`src/design/meg_pkg.sv`:
```
// meg_pkg: shared types and constants for the motion event gate
// holds the config bundle, the queued result command and the register/kind codes
// no dependencies
`default_nettype none

package meg_pkg;

    localparam int CFG_MS_W   = 22;
    localparam int CFG_DATA_W = 22;
    localparam int CFG_IDX_W  = 2;
    localparam int TAG_W      = 16;
    localparam int TIME_W     = 32;
    localparam int RUN_W      = 8;
    localparam int KIND_W     = 2;

    // register indexes on the config channel
    localparam logic [CFG_IDX_W-1:0] REG_LOOKBACK_WINDOW = 2'd0;
    localparam logic [CFG_IDX_W-1:0] REG_MIN_EVENT       = 2'd1;
    localparam logic [CFG_IDX_W-1:0] REG_COOL_DOWN       = 2'd2;
    localparam logic [CFG_IDX_W-1:0] REG_MIN_MOTION      = 2'd3;

    // reset values of the registers
    localparam logic [CFG_MS_W-1:0] RST_LOOKBACK_WINDOW = 22'd3000;
    localparam logic [CFG_MS_W-1:0] RST_MIN_EVENT       = 22'd10000;
    localparam logic [CFG_MS_W-1:0] RST_COOL_DOWN       = 22'd300000;
    localparam logic [RUN_W-1:0]    RST_MIN_MOTION      = 8'd3;

    // result kinds
    localparam logic [KIND_W-1:0] KIND_START = 2'd0;
    localparam logic [KIND_W-1:0] KIND_FRAME = 2'd1;
    localparam logic [KIND_W-1:0] KIND_END   = 2'd2;

    localparam logic [RUN_W-1:0] RUN_MAX = 8'hFF;

    typedef struct packed {
        logic [CFG_MS_W-1:0] lookback_window_ms;
        logic [CFG_MS_W-1:0] min_event_ms;
        logic [CFG_MS_W-1:0] cool_down_ms;
        logic [RUN_W-1:0]    min_motion_frames;
    } cfg_t;

    typedef struct packed {
        logic [KIND_W-1:0] kind;
        logic [TAG_W-1:0]  tag;
        logic              last;
    } cmd_t;

endpackage

`default_nettype wire

```
`src/design/meg_if.sv`:
```
// meg_if: valid/ready channel interfaces of the motion event gate
// frame input, result output and config write channels; uses meg_pkg widths
`default_nettype none

interface meg_frame_if;
    logic                       valid;
    logic                       ready;
    logic [meg_pkg::TAG_W-1:0]  frame_tag;
    logic [meg_pkg::TIME_W-1:0] capture_time_ms;
    logic                       motion_seen;

    modport source (output valid, output frame_tag, output capture_time_ms,
                    output motion_seen, input ready);
    modport sink   (input valid, input frame_tag, input capture_time_ms,
                    input motion_seen, output ready);
endinterface

interface meg_result_if;
    logic                       valid;
    logic                       ready;
    logic [meg_pkg::KIND_W-1:0] result_kind;
    logic [meg_pkg::TAG_W-1:0]  out_frame_tag;
    logic                       last_of_run;

    modport source (output valid, output result_kind, output out_frame_tag,
                    output last_of_run, input ready);
    modport sink   (input valid, input result_kind, input out_frame_tag,
                    input last_of_run, output ready);
endinterface

interface meg_cfg_if;
    logic                           valid;
    logic                           ready;
    logic [meg_pkg::CFG_IDX_W-1:0]  index;
    logic [meg_pkg::CFG_DATA_W-1:0] data;

    modport source (output valid, output index, output data, input ready);
    modport sink   (input valid, input index, input data, output ready);
endinterface

`default_nettype wire

```
`src/design/meg_front.sv`:
```
// meg_front: accepts frames, keeps the lookback ring and the event state,
// and sequences result commands into the queue; uses meg_pkg and meg_frame_if
`default_nettype none

module meg_front
    import meg_pkg::*;
#(
    parameter int RING_DEPTH = 32
)
(
    input  logic         clk,
    input  logic         rst_n,
    meg_frame_if.sink    frame,
    input  cfg_t         cfg,
    output logic         push,
    output cmd_t         push_cmd,
    input  logic         q_full
);

    localparam int PTR_W = (RING_DEPTH > 2) ? $clog2(RING_DEPTH) : 1;
    localparam int CNT_W = $clog2(RING_DEPTH + 1);
    localparam int SUM_W = CNT_W + 1;
    localparam logic [PTR_W-1:0] LAST_SLOT = PTR_W'(RING_DEPTH - 1);
    localparam logic [CNT_W-1:0] FULL_CNT  = CNT_W'(RING_DEPTH);
    localparam logic [SUM_W-1:0] DEPTH_SUM = SUM_W'(RING_DEPTH);

    localparam logic [1:0] ST_IDLE  = 2'd0;
    localparam logic [1:0] ST_RDTIM = 2'd1;
    localparam logic [1:0] ST_EVAL  = 2'd2;
    localparam logic [1:0] ST_DRAIN = 2'd3;

    function automatic logic [PTR_W-1:0] ptr_inc(input logic [PTR_W-1:0] p);
        return (p == LAST_SLOT) ? '0 : p + 1'b1;
    endfunction

    logic [TIME_W-1:0] ring_time [RING_DEPTH];
    logic [TAG_W-1:0]  ring_tag  [RING_DEPTH];

    logic [1:0]          state_reg, state_next;
    logic [PTR_W-1:0]    head_reg, head_next;
    logic [CNT_W-1:0]    count_reg, count_next;
    logic                open_reg, open_next;
    logic [RUN_W-1:0]    run_reg, run_next;
    logic [TIME_W-1:0]   lmt_reg, lmt_next;
    logic [CFG_MS_W-1:0] cool_reg, cool_next;
    logic                drain_all_reg, drain_all_next;

    logic [TIME_W-1:0]   now_reg;
    logic                motion_reg;
    logic [TIME_W-1:0]   time_q;
    logic [TAG_W-1:0]    tag_q;

    logic                wr_en;
    logic [PTR_W-1:0]    slot;
    logic [SUM_W-1:0]    slot_sum;
    logic [TIME_W-1:0]   span;
    logic [TIME_W-1:0]   since_motion;
    logic [RUN_W-1:0]    need;
    logic [CNT_W-1:0]    cnt_eval;
    logic                start_new;
    logic                active;
    logic                drain_last;

    assign frame.ready = (state_reg == ST_IDLE);
    assign need = (cfg.min_motion_frames == '0) ? RUN_W'(1) : cfg.min_motion_frames;
    assign slot_sum = SUM_W'(head_reg) + SUM_W'(count_reg);
    assign span = now_reg - time_q;
    assign drain_last = !drain_all_reg || (count_reg == CNT_W'(1));

    always_comb
    begin
        state_next     = state_reg;
        head_next      = head_reg;
        count_next     = count_reg;
        open_next      = open_reg;
        run_next       = run_reg;
        lmt_next       = lmt_reg;
        cool_next      = cool_reg;
        drain_all_next = drain_all_reg;
        push           = 1'b0;
        push_cmd       = '0;
        wr_en          = 1'b0;
        slot           = '0;
        start_new      = 1'b0;
        active         = 1'b0;
        since_motion   = '0;
        cnt_eval       = count_reg;

        case (state_reg)
            ST_IDLE:
            begin
                if (frame.valid)
                begin
                    wr_en = 1'b1;
                    if (count_reg == FULL_CNT)
                    begin
                        // full ring: oldest goes, new word lands in its place
                        slot      = head_reg;
                        head_next = ptr_inc(head_reg);
                    end
                    else
                    begin
                        slot = (slot_sum >= DEPTH_SUM) ? PTR_W'(slot_sum - DEPTH_SUM)
                                                       : PTR_W'(slot_sum);
                        count_next = count_reg + 1'b1;
                    end
                    state_next = ST_RDTIM;
                end
            end

            ST_RDTIM:
            begin
                state_next = ST_EVAL;
            end

            ST_EVAL:
            begin
                if (!q_full)
                begin
                    if (span > TIME_W'(cfg.lookback_window_ms))
                    begin
                        head_next = ptr_inc(head_reg);
                        cnt_eval  = count_reg - 1'b1;
                    end
                    count_next = cnt_eval;
                    state_next = ST_IDLE;

                    if (TIME_W'(cool_reg) > span)
                    begin
                        cool_next = cool_reg - span[CFG_MS_W-1:0];
                    end
                    else
                    begin
                        cool_next = '0;
                        if (motion_reg)
                        begin
                            if (run_reg != RUN_MAX)
                            begin
                                run_next  = run_reg + 1'b1;
                                start_new = (run_next == need);
                            end
                            if (run_next >= need)
                            begin
                                lmt_next = now_reg;
                            end
                        end
                        else
                        begin
                            run_next = '0;
                        end

                        since_motion = now_reg - lmt_next;
                        active = open_reg && (since_motion < TIME_W'(cfg.min_event_ms));

                        if (!active)
                        begin
                            if (open_reg)
                            begin
                                push          = 1'b1;
                                push_cmd.kind = KIND_END;
                                push_cmd.last = 1'b1;
                                open_next     = 1'b0;
                                cool_next     = cfg.cool_down_ms;
                            end
                            else if (start_new)
                            begin
                                push           = 1'b1;
                                push_cmd.kind  = KIND_START;
                                push_cmd.last  = (cnt_eval == '0);
                                open_next      = 1'b1;
                                drain_all_next = 1'b1;
                                if (cnt_eval != '0)
                                begin
                                    state_next = ST_DRAIN;
                                end
                            end
                        end
                        else if (cnt_eval != '0)
                        begin
                            drain_all_next = 1'b0;
                            state_next     = ST_DRAIN;
                        end
                    end
                end
            end

            ST_DRAIN:
            begin
                if (!q_full)
                begin
                    push          = 1'b1;
                    push_cmd.kind = KIND_FRAME;
                    push_cmd.tag  = tag_q;
                    push_cmd.last = drain_last;
                    head_next     = ptr_inc(head_reg);
                    count_next    = count_reg - 1'b1;
                    if (drain_last)
                    begin
                        state_next = ST_IDLE;
                    end
                end
            end

            default:
            begin
                state_next = ST_IDLE;
            end
        endcase
    end

    always_ff @(posedge clk or negedge rst_n)
    begin
        if (!rst_n)
        begin
            state_reg     <= ST_IDLE;
            head_reg      <= '0;
            count_reg     <= '0;
            open_reg      <= 1'b0;
            run_reg       <= '0;
            lmt_reg       <= '0;
            cool_reg      <= '0;
            drain_all_reg <= 1'b0;
        end
        else
        begin
            state_reg     <= state_next;
            head_reg      <= head_next;
            count_reg     <= count_next;
            open_reg      <= open_next;
            run_reg       <= run_next;
            lmt_reg       <= lmt_next;
            cool_reg      <= cool_next;
            drain_all_reg <= drain_all_next;
        end
    end

    // latched frame word
    always_ff @(posedge clk)
    begin
        if (frame.valid && frame.ready)
        begin
            now_reg    <= frame.capture_time_ms;
            motion_reg <= frame.motion_seen;
        end
    end

    // ring memory: one write port, read always follows the next head
    always_ff @(posedge clk)
    begin
        if (wr_en)
        begin
            ring_time[slot] <= frame.capture_time_ms;
            ring_tag[slot]  <= frame.frame_tag;
        end
        time_q <= ring_time[head_next];
        tag_q  <= ring_tag[head_next];
    end

endmodule

`default_nettype wire

```
`src/design/meg_cmdq.sv`:
```
// meg_cmdq: short command queue between the sequencer and the output stage
// uses meg_pkg for the command word
`default_nettype none

module meg_cmdq
    import meg_pkg::*;
(
    input  logic clk,
    input  logic rst_n,
    input  logic push,
    input  cmd_t push_cmd,
    output logic full,
    input  logic pop,
    output cmd_t pop_cmd,
    output logic empty
);

    localparam int QDEPTH = 4;
    localparam int QPTR_W = $clog2(QDEPTH);
    localparam int QCNT_W = $clog2(QDEPTH + 1);

    cmd_t              slots [QDEPTH];
    logic [QPTR_W-1:0] wr_ptr_reg, rd_ptr_reg;
    logic [QCNT_W-1:0] fill_reg;
    logic              do_push, do_pop;

    assign full    = (fill_reg == QCNT_W'(QDEPTH));
    assign empty   = (fill_reg == '0);
    assign do_push = push && !full;
    assign do_pop  = pop && !empty;
    assign pop_cmd = slots[rd_ptr_reg];

    always_ff @(posedge clk or negedge rst_n)
    begin
        if (!rst_n)
        begin
            wr_ptr_reg <= '0;
            rd_ptr_reg <= '0;
            fill_reg   <= '0;
        end
        else
        begin
            if (do_push)
            begin
                wr_ptr_reg <= wr_ptr_reg + 1'b1;
            end
            if (do_pop)
            begin
                rd_ptr_reg <= rd_ptr_reg + 1'b1;
            end
            if (do_push && !do_pop)
            begin
                fill_reg <= fill_reg + 1'b1;
            end
            else if (do_pop && !do_push)
            begin
                fill_reg <= fill_reg - 1'b1;
            end
        end
    end

    always_ff @(posedge clk)
    begin
        if (do_push)
        begin
            slots[wr_ptr_reg] <= push_cmd;
        end
    end

endmodule

`default_nettype wire

```
`src/design/meg_back.sv`:
```
// meg_back: output register stage that turns queued commands into result words
// uses meg_pkg and meg_result_if
`default_nettype none

module meg_back
    import meg_pkg::*;
(
    input  logic          clk,
    input  logic          rst_n,
    input  cmd_t          cmd,
    input  logic          q_empty,
    output logic          pop,
    meg_result_if.source  result
);

    logic valid_reg;
    cmd_t out_reg;

    assign pop = !q_empty && (!valid_reg || result.ready);

    assign result.valid         = valid_reg;
    assign result.result_kind   = out_reg.kind;
    // only forwarded frames carry a tag
    assign result.out_frame_tag = (out_reg.kind == KIND_FRAME) ? out_reg.tag : '0;
    assign result.last_of_run   = out_reg.last;

    always_ff @(posedge clk or negedge rst_n)
    begin
        if (!rst_n)
        begin
            valid_reg <= 1'b0;
        end
        else if (pop)
        begin
            valid_reg <= 1'b1;
        end
        else if (result.ready)
        begin
            valid_reg <= 1'b0;
        end
    end

    always_ff @(posedge clk)
    begin
        if (pop)
        begin
            out_reg <= cmd;
        end
    end

endmodule

`default_nettype wire

```
`src/design/motion_event_gate.sv`:
```
// motion_event_gate top level: config registers, front sequencer, queue, output stage
// depends on meg_pkg, meg_if, meg_front, meg_cmdq and meg_back
//
// Takes one video frame word at a time (tag, capture time, motion bit) and gates
// the stream into motion events: a start mark followed by the buffered lookback
// frames, one forwarded frame per input while the event lasts, and an end mark.
// A frame is taken only in the idle state; the next waits while it passes the ring read
// and evaluate states and, if it forwards buffered frames (one, or all N on an event
// start), a drain state fed by the single read port of the lookback ring, which yields
// one tag per cycle while the queue has room. Results sit in a 4-entry queue and
// an output register, so a stalled result side holds the front only once the queue
// fills. Config writes are always ready and must be issued only while the block is idle.
`default_nettype none

module motion_event_gate
    import meg_pkg::*;
#(
    parameter int RING_DEPTH = 32
)
(
    input  logic          clk,
    input  logic          rst_n,
    meg_frame_if.sink     frame,
    meg_result_if.source  result,
    meg_cfg_if.sink       cfg
);

    cfg_t cfg_reg;
    logic push;
    cmd_t push_cmd;
    logic q_full;
    logic q_empty;
    logic pop;
    cmd_t pop_cmd;

    assign cfg.ready = 1'b1;

    always_ff @(posedge clk or negedge rst_n)
    begin
        if (!rst_n)
        begin
            cfg_reg.lookback_window_ms <= RST_LOOKBACK_WINDOW;
            cfg_reg.min_event_ms       <= RST_MIN_EVENT;
            cfg_reg.cool_down_ms       <= RST_COOL_DOWN;
            cfg_reg.min_motion_frames  <= RST_MIN_MOTION;
        end
        else if (cfg.valid)
        begin
            case (cfg.index)
                REG_LOOKBACK_WINDOW: cfg_reg.lookback_window_ms <= cfg.data;
                REG_MIN_EVENT:       cfg_reg.min_event_ms       <= cfg.data;
                REG_COOL_DOWN:       cfg_reg.cool_down_ms       <= cfg.data;
                REG_MIN_MOTION:      cfg_reg.min_motion_frames  <= cfg.data[RUN_W-1:0];
                default:             ;
            endcase
        end
    end

    meg_front #(
        .RING_DEPTH (RING_DEPTH)
    ) u_front (
        .clk      (clk),
        .rst_n    (rst_n),
        .frame    (frame),
        .cfg      (cfg_reg),
        .push     (push),
        .push_cmd (push_cmd),
        .q_full   (q_full)
    );

    meg_cmdq u_cmdq (
        .clk      (clk),
        .rst_n    (rst_n),
        .push     (push),
        .push_cmd (push_cmd),
        .full     (q_full),
        .pop      (pop),
        .pop_cmd  (pop_cmd),
        .empty    (q_empty)
    );

    meg_back u_back (
        .clk     (clk),
        .rst_n   (rst_n),
        .cmd     (pop_cmd),
        .q_empty (q_empty),
        .pop     (pop),
        .result  (result)
    );

endmodule

`default_nettype wire

```
`src/flat_wrapper.sv`:
```
// flat-port wrapper written by rule: the top's interface ports become plain ports
module motion_event_gate_flat import meg_pkg::*;
#(
    parameter int RING_DEPTH = 32
)
  (clk, rst_n, frame_valid, frame_frame_tag, frame_capture_time_ms, frame_motion_seen, frame_ready, result_valid, result_result_kind, result_out_frame_tag, result_last_of_run, result_ready, cfg_valid, cfg_index, cfg_data, cfg_ready);
  meg_frame_if frame_i ();
  meg_result_if result_i ();
  meg_cfg_if cfg_i ();
  input  logic clk;
  input  logic rst_n;
  input wire logic [$bits(frame_i.valid)-1:0] frame_valid;
  input wire logic [$bits(frame_i.frame_tag)-1:0] frame_frame_tag;
  input wire logic [$bits(frame_i.capture_time_ms)-1:0] frame_capture_time_ms;
  input wire logic [$bits(frame_i.motion_seen)-1:0] frame_motion_seen;
  output wire logic [$bits(frame_i.ready)-1:0] frame_ready;
  output wire logic [$bits(result_i.valid)-1:0] result_valid;
  output wire logic [$bits(result_i.result_kind)-1:0] result_result_kind;
  output wire logic [$bits(result_i.out_frame_tag)-1:0] result_out_frame_tag;
  output wire logic [$bits(result_i.last_of_run)-1:0] result_last_of_run;
  input wire logic [$bits(result_i.ready)-1:0] result_ready;
  input wire logic [$bits(cfg_i.valid)-1:0] cfg_valid;
  input wire logic [$bits(cfg_i.index)-1:0] cfg_index;
  input wire logic [$bits(cfg_i.data)-1:0] cfg_data;
  output wire logic [$bits(cfg_i.ready)-1:0] cfg_ready;
  assign frame_i.valid = frame_valid;
  assign frame_i.frame_tag = frame_frame_tag;
  assign frame_i.capture_time_ms = frame_capture_time_ms;
  assign frame_i.motion_seen = frame_motion_seen;
  assign frame_ready = frame_i.ready;
  assign result_valid = result_i.valid;
  assign result_result_kind = result_i.result_kind;
  assign result_out_frame_tag = result_i.out_frame_tag;
  assign result_last_of_run = result_i.last_of_run;
  assign result_i.ready = result_ready;
  assign cfg_i.valid = cfg_valid;
  assign cfg_i.index = cfg_index;
  assign cfg_i.data = cfg_data;
  assign cfg_ready = cfg_i.ready;
  motion_event_gate #(.RING_DEPTH(RING_DEPTH)) u_core (.clk(clk), .rst_n(rst_n), .frame(frame_i), .result(result_i), .cfg(cfg_i));
endmodule
```
`config.mk`:
```
export PLATFORM = sky130hd
export DESIGN_NAME = motion_event_gate_flat
export DESIGN_NICKNAME = d
export VERILOG_FILES = /design/src/design/meg_pkg.sv /design/src/design/meg_if.sv /design/src/design/meg_front.sv /design/src/design/meg_cmdq.sv /design/src/design/meg_back.sv /design/src/design/motion_event_gate.sv /design/src/flat_wrapper.sv
export SDC_FILE = /design/constraint.sdc
export NUM_CORES = 2
export LEC_CHECK = 0
export BUFFER_PORTS_ARGS = -buffer_cell sky130_fd_sc_hd__buf_2
export CAP_MARGIN = 20
export CORE_ASPECT_RATIO = 0.9
export CORE_MARGIN = 4
export CORE_UTILIZATION = 63
export CTS_BUF_LIST = sky130_fd_sc_hd__clkbuf_16
export DETAILED_ROUTE_END_ITERATION = 12
export PLACE_DENSITY = 0.81
export RECOVER_POWER = 100
export SYNTH_ARGS = -nofsm -noshare
export SYNTH_HDL_FRONTEND = slang
export SYNTH_HIERARCHICAL = 1
export SYNTH_SLANG_ARGS = --single-unit
```
`constraint.sdc`:
```
create_clock -name clk -period 9.9 [get_ports clk]
set_clock_uncertainty 0.05 [all_clocks]
set_input_delay 2.475 -clock clk [delete_from_list [all_inputs] [get_ports clk]]
set_output_delay 2.475 -clock clk [all_outputs]
set_load 0.1 [all_outputs]
```
Yosys cells after proc, flatten, opt, wreduce, memory -nomap -nowiden
Memory sizes are Yosys's and may differ from the RTL's. A register that Yosys moved wholly into a read port is not among the register bits.
Index checks and enable logic that the tools add are counted.
{ "totals": {"ram_bits": 1612, "mem_bits_ro": 0, "input_bits": 78, "n_memories": 3, "out_inout_bits": 22, "word_cells": 182, "latch_bits": 0, "register_bits": 192} }
{ "mem_list": {"columns": ["name", "depth", "width", "rd", "rd_ports_with_merged_regs", "wr", "line_no", "text"], "rows": [
  ["u_core.u_front.ring_time", 32, 32, 1, 1, 1, "meg_front.sv:36", "logic [TIME_W-1:0] ring_time [RING_DEPTH];"],
  ["u_core.u_front.ring_tag", 32, 16, 1, 1, 1, "meg_front.sv:37", "logic [TAG_W-1:0] ring_tag [RING_DEPTH];"],
  ["u_core.u_cmdq.slots", 4, 19, 1, 1, 1, "meg_cmdq.sv:22", "cmd_t slots [QDEPTH];"]
]} }
{ "op_classes": {"n_shift": 0, "multipliers": 0, "order_cmp": 5, "n_addsub": 13, "n_reduce_logical": 35, "n_div": 0, "n_mux": 85, "n_bitwise": 3, "n_eq_ne": 20} }
{ "op_table": {"columns": ["op", "count"], "rows": [
  ["32-bit two-way mux", 5],
  ["22-bit two-way mux", 3],
  ["32-bit subtractor", 2],
  ["8-bit two-way mux", 7],
  ["5-bit two-way mux", 10],
  ["6-bit two-way mux", 7],
  ["22-bit by 32-bit > comparator with 1-bit output", 1],
  ["32-bit by 22-bit > comparator with 1-bit output", 1],
  ["32-bit by 22-bit less-than comparator with 1-bit output", 1],
  ["16-bit two-way mux", 2],
  ["1-bit two-way mux", 29],
  ["2-bit two-way mux", 13],
  ["22-bit subtractor", 1],
  ["18-bit two-way mux", 1],
  ["6-bit case mux with 3 select lines", 1],
  ["5-bit case mux with 3 select lines", 1],
  ["2-bit != test (second input constant)", 5],
  ["2-bit AND reduction", 5],
  ["8-bit by 1-bit adder with 8-bit output (second input constant)", 1],
  ["2-bit == test (second input constant)", 4],
  ["8-bit == test", 1],
  ["8-bit >= comparator", 1],
  ["8-bit logical NOT", 1],
  ["8-bit != test (second input constant)", 1],
  ["33 further kinds", 57]
]} }

Logic depth before layout (Yosys ltp)
{ "depth": {"depth_word": 24, "mapped_depth": 47, "depth_no_buf": 44} }

By module
Netlist, hierarchy kept.
{ "by_module_without_submodules": {"columns": ["mod", "area_per_inst_um2", "seq_area_each_um2", "instances", "cells_each"], "rows": [
  ["meg_front", 72022.8, 50003.0, 1, 5085],
  ["meg_cmdq", 3159.3, 2457.4, 1, 135],
  ["motion_event_gate", 2798.9, 1879.3, 1, 160],
  ["meg_back", 768.2, 595.6, 1, 44]
]} }

Least setup slack after synthesis
OpenSTA, ideal clock, no wires.
{ "synth_path": {"path_kind": "register to register", "from": "register u_core.u_front.run_reg[0]", "to": "register u_core.u_cmdq.fill_reg[1]", "arrival_ps": 8157, "path_slack_ps": 1569, "setup_ps": 125, "path_buffers": 2, "stages_incl_launch_ff": 45, "path_cell_list": "dfrtp_1 ha_1 and3_1 clkbuf_1 nand3_1 xnor2_1 ha_1 nand2b_1 a21o_1 a211o_1 a21oi_1 o21ai_0 nand2_1 nand2_1 o21ai_0 ha_1 inv_1 maj3_1 [9 not listed] ha_1 a21o_1 a21o_1 a21oi_1 nor2b_1 o21ai_0 o211ai_1 a221oi_1 o2111a_1 nand4_1 nand2_1 o211ai_1 nor2b_1 buf_6 ha_1 inv_1 fa_1 mux2_2"} }
{ "synth_via": {"elab_chain_len": 23, "word_cells_on_any_way": 34} }
{ "synth_rtl": {"columns": ["element", "line_no", "text"], "rows": [
  ["start, declared", "meg_front.sv:43", "logic [RUN_W-1:0] run_reg, run_next;"],
  ["start signal, assigned", "meg_front.sv:230", "run_reg <= run_next;"],
  ["8-bit by 1-bit adder with 8-bit output or 8-bit != test (tied branches)", "meg_front.sv:139, meg_front.sv:137", null],
  ["8-bit two-way mux", "meg_front.sv:137", "if (run_reg != RUN_MAX)"],
  ["8-bit two-way mux", "meg_front.sv:135", "if (motion_reg)"],
  ["8-bit two-way mux", "meg_front.sv:128", "if (TIME_W'(cool_reg) > span)"],
  ["8-bit two-way mux", "meg_front.sv:118", "if (!q_full)"],
  ["8-bit two-way mux", "meg_front.sv:89", "case (state_reg)"],
  ["8-bit >= comparator", "meg_front.sv:142", "if (run_next >= need)"],
  ["32-bit two-way mux", "meg_front.sv:142", null],
  ["[9 not listed]", null, null],
  ["1-bit two-way mux (*)", "meg_front.sv:118", null],
  ["1-bit case mux with 2 select lines (*)", "meg_front.sv:89", null],
  ["via u_core.push", "motion_event_gate.sv:29", "logic push;"],
  ["1-bit logical AND (*)", "meg_cmdq.sv:29", "assign do_push = push && !full;"],
  ["via u_core.u_cmdq.do_push", "meg_cmdq.sv:25", "logic do_push, do_pop;"],
  ["1-bit logical NOT", "meg_cmdq.sv:55", "else if (do_pop && !do_push)"],
  ["1-bit logical AND", "meg_cmdq.sv:55", null],
  ["2-bit nonzero test (no line)", null, null],
  ["end signal, assigned", "meg_cmdq.sv:53", "fill_reg <= fill_reg + 1'b1;"],
  ["end signal, assigned", "meg_cmdq.sv:57", "fill_reg <= fill_reg - 1'b1;"],
  ["end, declared", "meg_cmdq.sv:24", "logic [QCNT_W-1:0] fill_reg;"]
]} }
Mark *: on every way through the listed nets, which the timed path passes. The rest lies on a longest branch. The select of a mux whose other input is x is not followed.
A chain may end at the register's enable or synchronous reset.

Worst setup path after layout
{ "layout_path": {"from": "input frame_valid", "to": "memory u_core.u_front.ring_time[23][9], enable pin"} }
{ "layout_via": {"elab_chain_len": 4, "word_cells_on_any_way": 6} }
{ "layout_rtl": {"columns": ["element", "line_no", "text"], "rows": [
  ["start, declared", "flat_wrapper.sv:12", "input wire logic [$bits(frame_i.valid)-1:0] frame_valid;"],
  ["1-bit two-way mux", "meg_front.sv:92", "if (frame.valid)"],
  ["1-bit two-way mux", "meg_front.sv:89", null],
  ["via u_core.u_front.wr_en", "meg_front.sv:53", "logic wr_en;"],
  ["1-bit two-way mux", "meg_front.sv:250", "if (wr_en)"],
  ["1-bit two-way mux (not written as such)", "meg_front.sv:252", "ring_time[slot] <= frame.capture_time_ms;"],
  ["end, declared", "meg_front.sv:36", null]
]} }
The timed path passes the listed nets, and every way through them passes these cells.

==> metrics.log <==
INFO  metric grt_util_all_layers = between 30% and 40%
INFO  metric detailedPlace.worstSlack = 414.2 ps
INFO  metric area_growth_syn_to_layout = 10.21%
INFO  metric post-route-cell-area = 86790 um^2
INFO  metric finalNonFillerCells = around 7300
INFO  metric synth_top_cell_area_share = 63.45%
INFO  metric leakagePower = roughly 33 nW
INFO  metric post-route-util = 70.28%
INFO  metric largest_net_degree_at_the_start_of_global_routing = between 100 and 150
INFO  metric fp.coreArea = approximately 120000 um^2
INFO  metric drc = 0
INFO  metric synth_area = 78750 um^2
INFO  metric hold_violations = 0
INFO  metric leading_cell_types_by_count_after_synthesis = 1664 x sky130_fd_sc_hd__edfxtp_1, 688 x sky130_fd_sc_hd__nand2_1, 556 x sky130_fd_sc_hd__mux2i_1, 205 x sky130_fd_sc_hd__a21oi_1, 194 x sky130_fd_sc_hd__clkbuf_1
INFO  metric nNetsFinal = 5777
INFO  metric number_of_antenna_violations_at_the_first_check_in_global_routing = 16
INFO  metric min_period_over_period = between 90 and 100%
INFO  metric holdCritPathClass = register to register
INFO  metric critical_path.most_common_cell = sky130_fd_sc_hd__clkbuf_1
INFO  metric routed-via-count = 49150
INFO  metric grt_util_met1 = 43.65%
INFO  metric floorplan.die_area = 130700 um^2
INFO  metric cp.arrival = 10120 ps
INFO  metric total_of_max_cap_violations = 61
INFO  metric critPathRequiredTime = 10240 ps
INFO  metric grt_setup_unrepaired = no
INFO  metric synth.ff_latch_count = 1871
INFO  metric top_usage_layer = met2
INFO  metric power_total = 29.23 mW
INFO  metric placement.cell_area = 81590 um^2
INFO  metric global_route.usage.met2 = 48.57%
INFO  metric worstSetupStartpointType = input port
INFO  metric crit_fanout = 39
INFO  metric setup.worst_path.end_class = register
INFO  metric die_w = 380.7 um
INFO  metric detail_route.wirelength = 208.3 mm
INFO  metric wire_length_of_the_first_global_routing_pass = 304.5 mm
INFO  metric row_count = between 100 and 150
INFO  metric slew_headroom = -202.8%
INFO  metric setup_ws = 121.2 ps
INFO  metric clock_sinks = 1871
INFO  metric timing_worst_slew_pin_value = 4541 ps
INFO  metric top_ff_cell_synth = sky130_fd_sc_hd__edfxtp_1
INFO  metric async_flop_share = 8.498%
INFO  metric drt_iter0_drc = 6578
INFO  metric largest_registers = u_core/u_front/ring_time (1024), u_core/u_front/ring_tag (512), u_core/u_cmdq/slots (76)
INFO  metric synth.lib_cells_used.distinct = 95
INFO  metric synth_sequential_area_ratio = 69.76%
INFO  metric timing.critical_path.cells = clkbuf_1 > nand3_1 > clkinv_1 > clkbuf_1 > and2_0 > nand2_1 > nor2_1 > clkbuf_2
INFO  metric number_of_buffers_inserted_by_hold_repair_at_cts = 0
INFO  metric report.final.setup_viol = 0
INFO  metric wl_per_cell = 28.45 um
INFO  metric cp_slowest_cell = sky130_fd_sc_hd__nor2_1
INFO  metric power.ir.vdd_worst = 0.3156 mV
INFO  metric syn_area_per_cell = 14.52 um^2
INFO  metric timing.setup.critical_path_class = input port to register
INFO  metric ys_warn_count = 6
INFO  metric post_detail_place_hpwl = 118.9 mm
INFO  metric io-pin-count = 100
INFO  metric tns = 0 ps
INFO  metric dp.cells = 6977
INFO  metric synth.net_count = 5652
INFO  metric drt_pass1_iterations = 6
INFO  metric worst_hold_margin = 430.3 ps
INFO  metric post_dr_vias_cell = ~6.7
INFO  metric fmaxAchievable = about 0.10 GHz
INFO  metric gate_count_post_synth = 5424
INFO  metric largest_register_ff_count = 1024
INFO  metric drive_above_1_share = 9.472%
INFO  metric vias_in_the_first_global_route = 47460
INFO  metric yosys.cell_count.top_type = sky130_fd_sc_hd__edfxtp_1
INFO  metric critical_path.n_buffers_inverters = 4
INFO  metric initial_core_util = between 60 and 70%
INFO  metric min_period = 9779 ps
INFO  metric slew_viol_final = 1743
INFO  metric power_density = between 300 and 400 nW/um^2
INFO  metric remaining_overflow_grt = 0
INFO  metric ant_nets = 0
INFO  metric post-synth-top-area-cell = sky130_fd_sc_hd__edfxtp_1
INFO  metric die_height = 343.4 um
INFO  metric critical-path-top-delay-family = buffers and inverters
INFO  metric clock_tree.root_cell = sky130_fd_sc_hd__clkbuf_16
INFO  metric cts_inserted_buffers = 176
INFO  metric cp_slowest_stage_delay = approximately 2500 ps
INFO  metric number_of_flops_mapped_to_enable_cells_by_yosys = 1664
INFO  metric outcome = finished with violations
INFO  metric clkSlewWorstSetupHoldPaths = 60 ps
INFO  metric cts-htree-levels = 4
INFO  metric placement.io_buffers = just under 100
INFO  metric routabilityCongestion = 0.9192
INFO  metric synth_top_cells_by_area = sky130_fd_sc_hd__edfxtp_1 63%, sky130_fd_sc_hd__mux2i_1 7.1%, sky130_fd_sc_hd__dfrtp_1 4.4%
INFO  metric register_with_the_most_flip_flops = u_core/u_front/ring_time
INFO  metric tritoncts = built
INFO  metric cts_buffer_depth = 3
INFO  metric clk_latency = 810 ps
INFO  metric grt_use_met3 = 8.890%
INFO  metric failing_checks = max-capacitance violations, max-slew violations
-- worst paths after layout --
check                                                      start  slack [ps]                                   endpoint  depth (start not counted)
min in group asynchronous                                  rst_n        3240     u_core/u_front/cool_reg[7]$_DFFE_PN0P_                          1
min reg2reg                u_core/u_cmdq/fill_reg[2]$_DFFE_PN0P_         430      u_core/u_cmdq/fill_reg[2]$_DFFE_PN0P_                          1
max reg2reg                  u_core/u_front/now_reg[0]$_DFFE_PP_         550          u_core/u_front/time_q[12]$_DFF_P_                         26
max                                                  frame_valid         120  u_core/u_front/ring_time[23][9]$_DFFE_PP_                          8
max in group asynchronous                                  rst_n        2820      u_core/u_front/run_reg[0]$_DFFE_PN0P_                          2
min                        u_core/u_cmdq/fill_reg[2]$_DFFE_PN0P_         430      u_core/u_cmdq/fill_reg[2]$_DFFE_PN0P_                          1
-- layer usage --
layer / share of wire, % / vias up
met5: 0.012 / -
met4: 3.6 / 4
met3: 13 / 509
met2: 46 / 3146
met1: 38 / 24430
li1: - / 21060
-- power breakdown --
group,switching [mW],internal [mW],leakage [nW],total [mW]
clock network,2.89,3.73,2.99,6.61
logic,8.08,4.56,12.4,12.6
registers,0.475,9.50,17.3,9.97
total,11.4,17.8,32.7,29.2
-- worst register-to-register path, stage by stage (launching register included) --
cell and delay, ps:
sky130_fd_sc_hd__edfxtp_1 360, sky130_fd_sc_hd__inv_1 170, sky130_fd_sc_hd__ha_1 210, sky130_fd_sc_hd__inv_1 60, sky130_fd_sc_hd__fa_1 420, sky130_fd_sc_hd__a211oi_1 260
sky130_fd_sc_hd__o21bai_1 140, sky130_fd_sc_hd__o211a_1 330, sky130_fd_sc_hd__a311o_1 430, sky130_fd_sc_hd__o31ai_1 520, sky130_fd_sc_hd__xnor2_1 240, sky130_fd_sc_hd__ha_1 240
sky130_fd_sc_hd__a21o_1 180, sky130_fd_sc_hd__a21oi_1 170, sky130_fd_sc_hd__nor2b_1 70, sky130_fd_sc_hd__o21ai_0 150, sky130_fd_sc_hd__nand2b_1 80, sky130_fd_sc_hd__a221oi_1 270
sky130_fd_sc_hd__a31oi_1 160, sky130_fd_sc_hd__a2111oi_0 990, sky130_fd_sc_hd__nand2_2 260, sky130_fd_sc_hd__a21boi_1 690, sky130_fd_sc_hd__nand2_4 410, sky130_fd_sc_hd__inv_2 1070
sky130_fd_sc_hd__buf_4 510, sky130_fd_sc_hd__a211oi_1 130, sky130_fd_sc_hd__or4_1 620
-- kinds of logic (layout without fill, tap and decap cells) --
kind of cell    Yosys count  count (layout)  share of synthesized area [%]
compound gates          871             871                          7.587
simple gates           1339            1339                          8.038
buf+inv                 433             710                          2.253
other cells               1              10                       0.004762
flops                  1871            1871                          69.76
xor+xnor                 94              94                          1.045
fa+ha+maj               157             157                          2.510
mux                     658             658                          8.802
-- repair_timing --
action / CTS / global route
gates resized for setup: 0 / 7
buffers inserted: 0 / 0
endpoints found under the setup margin: 0 / 79
-- cells in the final DEF, fill, tap and decap left out, drive strengths merged, types with 95 or more instances in the layout --
cell type	count
a211oi	109
a21oi	205
and3	115
buf	95
clkbuf	310
dfrtp	137
edfxtp	1664
ha	146
inv	211
mux2i	556
nand2	689
nor2	156
o22ai	100
o32ai	95
or4	99
-- area by class of cell --
cell class | count | area (um^2)
tap | 1612 | 2017
inverter | 157 | 599.3
sequential | 1871 | 54940
timing repair buffer | 223 | 1420
antenna | 9 | 22.52
clock buffer | 182 | 4554
multi-input combinational | 3120 | 22100
fill | 7777 | 36700
clock inverter | 148 | 1142
(Power assumes the default switching activity.)
